[src/rtl/weighted_priority_queue_with_aging_assert.svh]
// Assertion macros for the weighted priority queue with aging.
// Included by the top level; depends on nothing else.
`ifndef WEIGHTED_PRIORITY_QUEUE_WITH_AGING_ASSERT_SVH
`define WEIGHTED_PRIORITY_QUEUE_WITH_AGING_ASSERT_SVH

// Implication checked on every clock edge outside reset.
`define WPQA_ASSERT_IMPL(label, clk, rst_n, ante, cons, msg) \
    label: assert property (@(posedge clk) disable iff (!rst_n) (ante) |-> (cons)) \
        else $error(msg);

// Implication checked in the cycle after the antecedent.
`define WPQA_ASSERT_NEXT(label, clk, rst_n, ante, cons, msg) \
    label: assert property (@(posedge clk) disable iff (!rst_n) (ante) |=> (cons)) \
        else $error(msg);

`endif

[src/rtl/wpqa_ram.sv]
// Generic single-port-write, single-port-read RAM with registered read.
// No dependencies.
module wpqa_ram #(
    parameter int unsigned WIDTH = 8,
    parameter int unsigned DEPTH = 16
) (
    input  logic                     i_clk,
    input  logic                     i_we,
    input  logic [$clog2(DEPTH)-1:0] i_waddr,
    input  logic [WIDTH-1:0]         i_wdata,
    input  logic [$clog2(DEPTH)-1:0] i_raddr,
    output logic [WIDTH-1:0]         o_rdata
);
    logic [WIDTH-1:0] r_mem [DEPTH];
    always_ff @(posedge i_clk) begin
        if (i_we) begin
            r_mem[i_waddr] <= i_wdata;
        end
        o_rdata <= r_mem[i_raddr];
    end
endmodule

[config.mk]
export PLATFORM = sky130hd
export DESIGN_NAME = wpqa_ram
export DESIGN_NICKNAME = d
export VERILOG_FILES = /design/src/rtl/weighted_priority_queue_with_aging_assert.svh /design/src/rtl/wpqa_ram.sv
export SDC_FILE = /design/constraint.sdc
export NUM_CORES = 1
export LEC_CHECK = 0
export BUFFER_PORTS_ARGS = -buffer_cell sky130_fd_sc_hd__buf_2
export CAP_MARGIN = 20
export CORE_MARGIN = 2
export CORE_UTILIZATION = 50
export CTS_CLUSTER_DIAMETER = 40
export DETAILED_ROUTE_END_ITERATION = 7
export PLACE_DENSITY = 0.67
export SLEW_MARGIN = 30
export SYNTH_ARGS = -nofsm -noshare
export SYNTH_HDL_FRONTEND = slang
export SYNTH_SLANG_ARGS = --single-unit
[constraint.sdc]
create_clock -name i_clk -period 3.5 [get_ports i_clk]
set_input_delay 0.175 -clock i_clk [delete_from_list [all_inputs] [get_ports i_clk]]
set_output_delay 0.175 -clock i_clk [all_outputs]
set_load 0.01 [all_outputs]
==> results of run 1 <==
-- layout make-up --
cell class,instances,area share [%]
Multi-Input combinational cell,83,17.9
Sequential cell,136,67.0
Timing Repair Buffer,28,2.47
Clock buffer,17,6.93
Tap cell,136,2.85
Clock inverter,15,2.91
-- cell families (layout without fill, tap and decap cells) --
family	after synthesis	count (layout)	share of synthesized area [%]
muxes	32	32	15.0
buffers and inverters	10	60	1.68
AOI/OAI and AO/OA	16	16	2.33
and+or+nand+nor	35	35	3.18
DFF	136	136	77.8
-- final timing paths --
kind / start / to / slack [ns] / cells after the start
max: i_raddr[0] / o_rdata[4]$_DFF_P_ / 1.93 / 5
min: i_wdata[4] / r_mem[15][4]$_DFFE_PP_ / 0.04 / 1
max reg2reg: r_mem[9][4]$_DFFE_PP_ / o_rdata[4]$_DFF_P_ / 2.11 / 3
min reg2reg: r_mem[7][1]$_DFFE_PP_ / o_rdata[1]$_DFF_P_ / 0.68 / 3
-- power by group through the flow --
| stage | registers, W | clock network, W | logic [W] |
|---|---|---|---|
| 6_report | 0.00183 | 0.00175 | 0.000158 |
| 5_1_grt | 0.00184 | 0.00184 | 0.000173 |
| 4_1_cts | 0.00183 | 0.00177 | 0.000162 |
| 3_5_place_dp | 0.00187 | 0 | 0.000161 |
| 3_3_place_gp | 0.00187 | 0 | 0.000157 |
| 2_1_floorplan | 0.00187 | 0 | 0.0000924 |
-- per-stage QoR --
| step | power, W | instances | hold WS (ns) | utilization, % | setup slack (ns) |
|---|---|---|---|---|---|
| 6_report | 0.00374 | 415 | 0.0409 | 59.0 | 1.93 |
| 5_1_grt | 0.00385 | 415 | 0.0398 | 59.0 | 1.80 |
| 4_1_cts | 0.00377 | 415 | 0.0274 | 59.0 | 1.89 |
| 3_5_place_dp | 0.00203 | 383 | 0.572 | 53.2 | 1.37 |
| 3_3_place_gp | 0.00202 | 383 | 0.567 | 53.2 | 1.41 |
| 2_1_floorplan | 0.00196 | 229 | 0.274 | - | 1.83 |
-- sequential cells by signal, indices dropped and copies added (netlist names) --
| signal | cells |
|---|---|
| o_rdata | 8 |
| r_mem | 128 |
-- worst max-delay path: stages --
cell and delay, ns:
buf_2 0.33, buf_4 0.44, mux4_1 0.62, a22oi_1 0.30, nand2_1 0.08
-- synthesized netlist by cell type, types with 2 or more instances --
| master | instances | share of area, % |
|---|---|---|
| nand3b_1 | 2 | 0.29 |
| edfxtp_1 | 128 | 75 |
| clkdlybuf4s25_2 | 3 | 0.58 |
| buf_6 | 3 | 0.66 |
| mux4_1 | 14 | 7.1 |
| buf_2 | 3 | 0.29 |
| mux4_2 | 18 | 7.9 |
| nor2_1 | 13 | 0.95 |
| dfxtp_1 | 8 | 3.1 |
| a22oi_1 | 16 | 2.3 |
| nand2_1 | 9 | 0.66 |
| nand2b_1 | 2 | 0.24 |
| nor3_1 | 4 | 0.39 |
-- layer usage --
| metal | vias to the layer above | routed length [um] |
|---|---|---|
| met5 | - | 0 |
| li1 | 1055 | - |
| met2 | 65 | 4770 |
| met1 | 1228 | 4020 |
| met3 | 13 | 406 |
| met4 | 0 | 188 |
==> out/metrics.cfg, run 1 <==
[pwr]
seq_power_share_pct=49.0
p_leak_nw=1.99
ir_drop_v=0.000298
p_sw_w=0.000769
clkPwrFrac_pct=46.8
powerDensity_mw_per_mm2=626
p_int_w=0.00297
combPwrFrac_pct=4.2
swShare_pct=20.6

[sta]
tightest_slew_ns=0.927
post-route-min-period_ns=1.57
period_share_pct=44.9
skew_ns=0.0106
tns_ns=0
hold_viol_final=0
report.final.slew_viol_count=0
grt_setup_unrepaired=false
finalSetupViolCount=0
max_freq_mhz=636
slew_headroom_pct=38.0

[routing]
drt_iter0_drc=135
vias_per_cell=5.69
post_drt_wl_per_cell_um=22.6
routed_wirelength_um=9380
via_count=2361
ant_nets=0
drc=0
first_pass_iters=5

[final_layout]
multiInputGateArea_mm2=0.00107
fin_nets=284
fin_area_mm2=0.00598
antenna_cells=0
area_growth_pct=16.1
final_cell_mix=edfxtp_1 (128), buf_2 (25), mux4_2 (18)
nFillCells=702
drive_gt1_share_pct=28.0
layout_commonest_cell=edfxtp_1
regArea_mm2=0.00400

[clock_tree]
postCtsResizedCells=0
cts_buffer_depth=2
cts_setup_buffers=0
clk-insertion-delay-late_ns=0.52
clk_pin_slew_ns=0.06
cts_tree=built
cts_buffers=17
clkSinkCount=136
hold_buffers=0
cts_root_buffer=clkbuf_8
cts_htree_levels=4

[worst_hold_path]
hp-class=in2reg

[global_routing]
met1_usage_pct=24.5
first_global_vias=2426
grt_max_degree=33
antenna_found_initial=0
busiest_layer=met2
grt_pass1_wl_um=14300
gr-usage-met2_pct=28.8
grt_overflow=0
grt_use_met3_pct=4.70
grt_usage_pct=18.4

[worst_setup_path]
crit_fanout=20
crit_required_ns=3.89
setup.worst_path.start_class=input pin
worstPathArrival_ns=1.96
end_kind=flop
critical_path_class=in2reg

[die]
core-area_mm2=0.0101
die_area_mm2=0.0111
rows=37
io_pins=26
dieHeight_um=105
fp.dieW_um=105
initial_core_util_pct=50.8

[placed_design]
globalplace.congestion=0.721
post_dp_cell_area_mm2=0.00539
port_buffers=25
dp_hpwl_um=5820

[synthesis]
yosys_warnings=0
synth_area_mm2=0.00515
synth_nets=247
ys_seq_elements=136
synthArstFlopShare_pct=0
synth_cell_types=19
synthCells=229
avgSynthCellArea_um2=22.5
synth-main-ff-cell=edfxtp_1
ys_seq_area_share_pct=77.8
synth_edf_count=128

[flow_run]
maxCapViolations=0

[status]
status=finished, final reports clean

No activity file was read; power rests on OpenSTA's default activity.
==> run 2, diff against run 1 <==
==> constraint.sdc (replaced) <==
create_clock -name i_clk -period 1.5 [get_ports i_clk]
set_input_delay 0.075 -clock i_clk [delete_from_list [all_inputs] [get_ports i_clk]]
set_output_delay 0.075 -clock i_clk [all_outputs]
set_load 0.01 [all_outputs]
==> out/metrics.cfg, run 2 (same netlist as run 1, synthesis figures left out) <==
[status]
status=finished, final reports clean  ; unchanged

[final_layout]
regArea_mm2=0.00400  ; unchanged
antenna_cells=0  ; unchanged
nFillCells=697  ; was 702
drive_gt1_share_pct=31.7  ; was 28.0%
regMostFlops=r_mem  ; unchanged
fin_nets=314  ; was 284
area_growth_pct=21.1  ; was 16.1%
multiInputGateArea_mm2=0.00106  ; was 0.00107 mm2
layout_commonest_cell=edfxtp_1  ; unchanged
final_cells=445  ; was 415
largest_reg_flops=128  ; unchanged
final_cell_mix=edfxtp_1 (128), buf_2 (25), buf_4 (23)  ; was edfxtp_1 (128), buf_2 (25), mux4_2 (18)
top_regs=r_mem (128), o_rdata (8)  ; unchanged

[worst_setup_path]
crit_path_end=o_rdata[4]$_DFF_P_  ; unchanged
setup.worst_path.start_class=flop  ; was input pin
cp-startpoint=r_mem[3][4]$_DFFE_PP_  ; was i_raddr[0]
r2r_cells=3  ; unchanged
r2r_setup_slack_ns=0.15  ; was 2.11 ns
cp_top_family=multiplexers  ; was buffers and inverters
rr_endpoint=o_rdata[4]$_DFF_P_  ; unchanged
worstPathArrival_ns=1.76  ; was 1.96 ns
max_stage_delay_ns=0.48  ; was 0.62 ns
r2r-start=r_mem[3][4]$_DFFE_PP_  ; was r_mem[9][4]$_DFFE_PP_
crit_fanout=1  ; was 20
crit_required_ns=1.91  ; was 3.89 ns
critical_path_class=reg2reg  ; was in2reg
critPathBufInv=0  ; was 2
crit_chain=mux4_2 > a22oi_1 > nand2_1  ; was buf_2 > buf_4 > mux4_1 > a22oi_1 > nand2_1
slowest_stage=mux4_2  ; was mux4_1
cp.depth=3  ; was 5
end_kind=flop  ; unchanged

[global_routing]
grt_usage_pct=19.0  ; was 18.4%
grt_pass1_wl_um=14900  ; was 14,300 um
antenna_found_initial=0  ; unchanged
first_global_vias=2545  ; was 2,426
grt_max_degree=33  ; unchanged
grt_overflow=0  ; unchanged

[sta]
tightest_slew_ns=0.746  ; was 0.927 ns
report.final.slew_viol_count=0  ; unchanged
post-route-min-period_ns=1.35
hold_viol_final=0  ; unchanged
skew_ns=0.0104  ; was 0.0106 ns
slew_headroom_pct=50.2  ; was 38.0%
finalSetupViolCount=0  ; unchanged
grt_setup_unrepaired=false  ; unchanged
period_share_pct=89.8
max_freq_mhz=743
hold_ws_ns=0.109  ; was 0.0409 ns

[placed_design]
dp_hpwl_um=6190  ; was 5820 um
port_buffers=25  ; unchanged
placedCellCount=405  ; was 383
globalplace.congestion=0.740  ; was 0.721

[clock_tree]
cts_tree=built  ; unchanged
clk-insertion-delay-late_ns=0.53  ; was 0.52 ns
clkSinkCount=136  ; unchanged
cts_root_buffer=clkbuf_8  ; unchanged
clk_pin_slew_ns=0.06  ; about the same
cts_htree_levels=4  ; unchanged
cts_buffers=17  ; unchanged
postCtsResizedCells=0  ; unchanged
cts_buffer_depth=2  ; unchanged

[flow_run]
maxCapViolations=0  ; unchanged

[routing]
drt_iter0_drc=165  ; was 135
via_count=2465  ; was 2,361
ant_nets=0  ; unchanged
vias_per_cell=5.54  ; was 5.69
first_pass_iters=4  ; was 5
post_drt_wl_per_cell_um=21.6  ; was 22.6 um
drc=0  ; unchanged
routed_wirelength_um=9630  ; was 9380 um

[worst_hold_path]
hp-class=in2reg  ; unchanged

[pwr]
swShare_pct=20.2  ; was 20.6%
powerDensity_mw_per_mm2=1400  ; was 626 mW/mm2
combPwrFrac_pct=4.8  ; was 4.2%
p_int_w=0.00695  ; was 0.00297 W
seq_power_share_pct=49.1  ; was 49.0%
p_sw_w=0.00176  ; was 0.000769 W
ir_drop_v=0.000607  ; was 0.000298 V
clkPwrFrac_pct=46.1  ; was 46.8%
p_leak_nw=2.14  ; was 1.99 nW

[die]
die_area_mm2=0.0111  ; unchanged
initial_core_util_pct=50.8  ; unchanged
io_pins=26  ; unchanged
core-area_mm2=0.0101  ; unchanged
dieHeight_um=105  ; unchanged
fp.dieW_um=105  ; unchanged
rows=37  ; unchanged

==> run 2: worst min path at each step <==
stage	from	to	slack, ns	depth (start not counted)
final	i_waddr[0]	r_mem[0][4]$_DFFE_PP_	0.11	3
after global routing	i_waddr[0]	r_mem[0][4]$_DFFE_PP_	0.11	3
after CTS	i_waddr[0]	r_mem[0][4]$_DFFE_PP_	0.09	3
after detailed placement	i_wdata[6]	r_mem[7][6]$_DFFE_PP_	0.47	1
after global placement	i_wdata[6]	r_mem[7][6]$_DFFE_PP_	0.46	1
after floorplan	i_wdata[0]	r_mem[0][0]$_DFFE_PP_	0.17	0
==> run 2: cell type report <==
cell class | instances | share of cell area (%)
clock buffers | 19 | 6.77
clock inverters | 13 | 2.49
multi-input cells | 83 | 17.0
flip-flops and latches | 136 | 64.3
well taps | 136 | 2.73
repair buffers | 58 | 6.71
==> run 2: metrics by stage <==
| step | utilization, % | setup TNS, ns | total power, W | area, um2 | setup WS, ns |
|---|---|---|---|---|---|
| 4_1_cts | 61.5 | 0 | 0.00876 | 6230 | 0.165 |
| 6_report | 61.5 | 0 | 0.00871 | 6230 | 0.153 |
| 2_1_floorplan | - | 0 | 0.00457 | 5150 | 0.159 |
| 3_5_place_dp | 55.0 | -0.0159 | 0.00476 | 5570 | -0.0146 |
| 5_1_grt | 61.5 | 0 | 0.00896 | 6230 | 0.0493 |
| 3_3_place_gp | 55.0 | 0 | 0.00475 | 5570 | 0.00281 |
==> run 2: power by group through the flow <==
stage                     clock [W]  combinational [W]  sequential (W)
after global routing        0.00423           0.000455         0.00428
after floorplan                   0           0.000216         0.00436
final                       0.00402           0.000420         0.00427
after global placement            0           0.000400         0.00435
after CTS                   0.00406           0.000426         0.00428
after detailed placement          0           0.000409         0.00435
==> run 2: per-layer routing <==
layer	vias to the layer above	share of wire (%)	track usage, %	wire length, um
li1	1106	-	-	-
met1	1256	43	25.1	4120
met2	86	50	30.2	4810
met3	17	5.3	4.89	514
met4	0	2.0	8.00	188
met5	-	0	0	0
==> run 2: repair_timing <==
action / 4_1_cts / 5_1_grt
endpoints found under the hold margin: 128 / 0
buffers inserted: 0 / 0
hold buffers: 8 / 0
==> run 2: worst register-to-register path: stages, from the launching register on <==
cell	delay (ns)
edfxtp_1	0.38
mux4_2	0.48
a22oi_1	0.27
nand2_1	0.09
==> run 3, diff against run 2 <==
==> constraint.sdc (replaced) <==
create_clock -name i_clk -period 1.62 [get_ports i_clk]
set_input_delay 0.081 -clock i_clk [delete_from_list [all_inputs] [get_ports i_clk]]
set_output_delay 0.081 -clock i_clk [all_outputs]
set_load 0.01 [all_outputs]
==> out/metrics.cfg, run 3 (same netlist as run 1, synthesis figures left out) <==
[status]
status=finished, final reports clean  ; unchanged

[placed_design]
dp_hpwl_um=5690  ; was 6190 um
placedCellCount=401  ; was 405
port_buffers=25  ; unchanged
globalplace.congestion=0.724  ; was 0.740

[die]
rows=37  ; unchanged
fp.dieW_um=105  ; unchanged
io_pins=26  ; unchanged
core-area_mm2=0.0101  ; unchanged
initial_core_util_pct=50.8  ; unchanged
die_area_mm2=0.0111  ; unchanged
dieHeight_um=105  ; unchanged

[clock_tree]
clk_pin_slew_ns=0.06  ; about the same
cts_root_buffer=clkbuf_8  ; unchanged
clkSinkCount=136  ; unchanged
cts_htree_levels=4  ; unchanged
cts_setup_buffers=0  ; unchanged
cts_buffer_depth=2  ; unchanged
cts_buffers=17  ; unchanged
clk-insertion-delay-late_ns=0.51  ; was 0.53 ns
cts_tree=built  ; unchanged

[sta]
tns_ns=0  ; unchanged
max_freq_mhz=732  ; was 743 MHz
post-route-min-period_ns=1.37  ; was 1.35 ns
period_share_pct=84.3  ; was 89.8%
grt_setup_unrepaired=false  ; unchanged
skew_ns=0.00994  ; was 0.0104 ns
slew_headroom_pct=70.1  ; was 50.2%
report.final.slew_viol_count=0  ; unchanged
hold_viol_final=0  ; unchanged
hold_ws_ns=0.125  ; was 0.109 ns
finalSetupViolCount=0  ; unchanged
tightest_slew_ns=0.448  ; was 0.746 ns

[worst_setup_path]
crit_required_ns=2.01  ; was 1.91 ns
r2r_cells=3  ; unchanged
crit_fanout=1  ; unchanged
worstPathArrival_ns=1.76  ; about the same
max_stage_delay_ns=0.52  ; was 0.48 ns
r2r-start=r_mem[9][5]$_DFFE_PP_  ; was r_mem[3][4]$_DFFE_PP_
r2r_setup_slack_ns=0.25  ; was 0.15 ns
end_kind=flop  ; unchanged
cp-startpoint=r_mem[9][5]$_DFFE_PP_  ; was r_mem[3][4]$_DFFE_PP_
crit_chain=mux4_1 > a22oi_1 > nand2_1  ; was mux4_2 > a22oi_1 > nand2_1
slowest_stage=mux4_1  ; was mux4_2
setup.worst_path.start_class=flop  ; unchanged
critical_path_class=reg2reg  ; unchanged
crit_path_end=o_rdata[5]$_DFF_P_  ; was o_rdata[4]$_DFF_P_
rr_endpoint=o_rdata[5]$_DFF_P_  ; was o_rdata[4]$_DFF_P_

[routing]
route.met3.wl_um=468  ; was 514 um
drc=0  ; unchanged
drt_iter0_drc=154  ; was 165
routed_wirelength_um=9340  ; was 9630 um
first_pass_iters=4  ; unchanged
vias_per_cell=5.60  ; was 5.54
via_count=2468  ; was 2,465
post_drt_wl_per_cell_um=21.2  ; was 21.6 um
wl_met1_um=4070  ; was 4120 um
top_layer=met4  ; unchanged
dr_wl_met2_um=4640  ; was 4810 um
ant_nets=0  ; unchanged

[worst_hold_path]
hp-class=in2reg  ; unchanged

[pwr]
clkPwrFrac_pct=44.1  ; was 46.1%
combPwrFrac_pct=4.9  ; was 4.8%
p_leak_nw=2.11  ; was 2.14 nW
seq_power_share_pct=51.0  ; was 49.1%
ir_drop_v=0.000729  ; was 0.000607 V
p_int_w=0.00614  ; was 0.00695 W
swShare_pct=20.9  ; was 20.2%
powerDensity_mw_per_mm2=1260  ; was 1400 mW/mm2
p_total_w=0.00777  ; was 0.00871 W
p_sw_w=0.00163  ; was 0.00176 W

[final_layout]
fin_nets=310  ; was 314
final_cells=441  ; was 445
regArea_mm2=0.00400  ; unchanged
top_regs=r_mem (128), o_rdata (8)  ; unchanged
largest_reg_flops=128  ; unchanged
drive_gt1_share_pct=31.5  ; was 31.7%
fin_util_pct=60.9  ; was 61.5%
antenna_cells=0  ; unchanged
regMostFlops=r_mem  ; unchanged
area_growth_pct=20.0  ; was 21.1%
final_cell_mix=edfxtp_1 (128), buf_2 (25), mux4_2 (18), buf_4 (18)  ; was edfxtp_1 (128), buf_2 (25), buf_4 (23)
layout_commonest_cell=edfxtp_1  ; unchanged
multiInputGateArea_mm2=0.00106  ; about the same
nFillCells=709  ; was 697

[global_routing]
grt_max_degree=33  ; unchanged
grt_usage_pct=18.7  ; was 19.0%
antenna_found_initial=0  ; unchanged
first_global_vias=2498  ; was 2,545
grt_pass1_wl_um=14500  ; was 14,900 um
grt_overflow=0  ; unchanged

[flow_run]
maxCapViolations=0  ; unchanged

run 3: worst min-delay path by stage:
stage / from / end / depth (start not counted)
global route: i_waddr[0] / r_mem[0][1]$_DFFE_PP_ / 3
finish: i_waddr[0] / r_mem[0][7]$_DFFE_PP_ / 3
floorplan: i_wdata[0] / r_mem[0][0]$_DFFE_PP_ / 0
global placement: i_wdata[5] / r_mem[8][5]$_DFFE_PP_ / 1
detailed placement: o_rdata[2]$_DFF_P_ / o_rdata[2] / 1
CTS: i_waddr[0] / r_mem[0][1]$_DFFE_PP_ / 3
run 3: area by class of cell:
class / count / share of cell area, %
sequential: 136 / 64.8
multi-input combinational: 83 / 17.1
clock buffer: 17 / 6.71
timing repair buffer: 54 / 6.48
tap: 136 / 2.76
clock inverter: 15 / 2.09
run 3: what timing repair did:
action | 4_1_cts | 5_1_grt
hold buffers | 8 | 0
resized for setup | 0 | 0
endpoints found under the setup margin | 0 | 0
hold endpoints to repair | 128 | 0
run 3: power groups by stage:
stage	clock network, W	registers, W	logic [W]
5_1_grt	0.00365	0.00396	0.000419
4_1_cts	0.00349	0.00396	0.000391
2_1_floorplan	0	0.00403	0.000200
3_5_place_dp	0	0.00403	0.000373
3_3_place_gp	0	0.00403	0.000366
6_report	0.00343	0.00396	0.000382
run 3: metrics by stage:
step	setup WS, ns	instance area [um2]
floorplan	0.0461	5150
global placement	0.133	5550
detailed placement	0.140	5550
CTS	0.266	6170
global route	0.200	6170
finish	0.254	6170
run 3: worst max-delay path: cells and delay by family, from the launching register on:
family	cells	cell delay, ns
and+or+nand+nor	1	0.09
DFF	1	0.37
AOI/OAI and AO/OA	1	0.26
muxes	1	0.52
run 3: layer usage:
| metal | vias up | global-route usage, % |
|---|---|---|
| met1 | 1273 | 25.5 |
| met5 | - | 0 |
| li1 | 1106 | - |
| met4 | 0 | 8.76 |
| met3 | 11 | 4.89 |
| met2 | 78 | 28.3 |
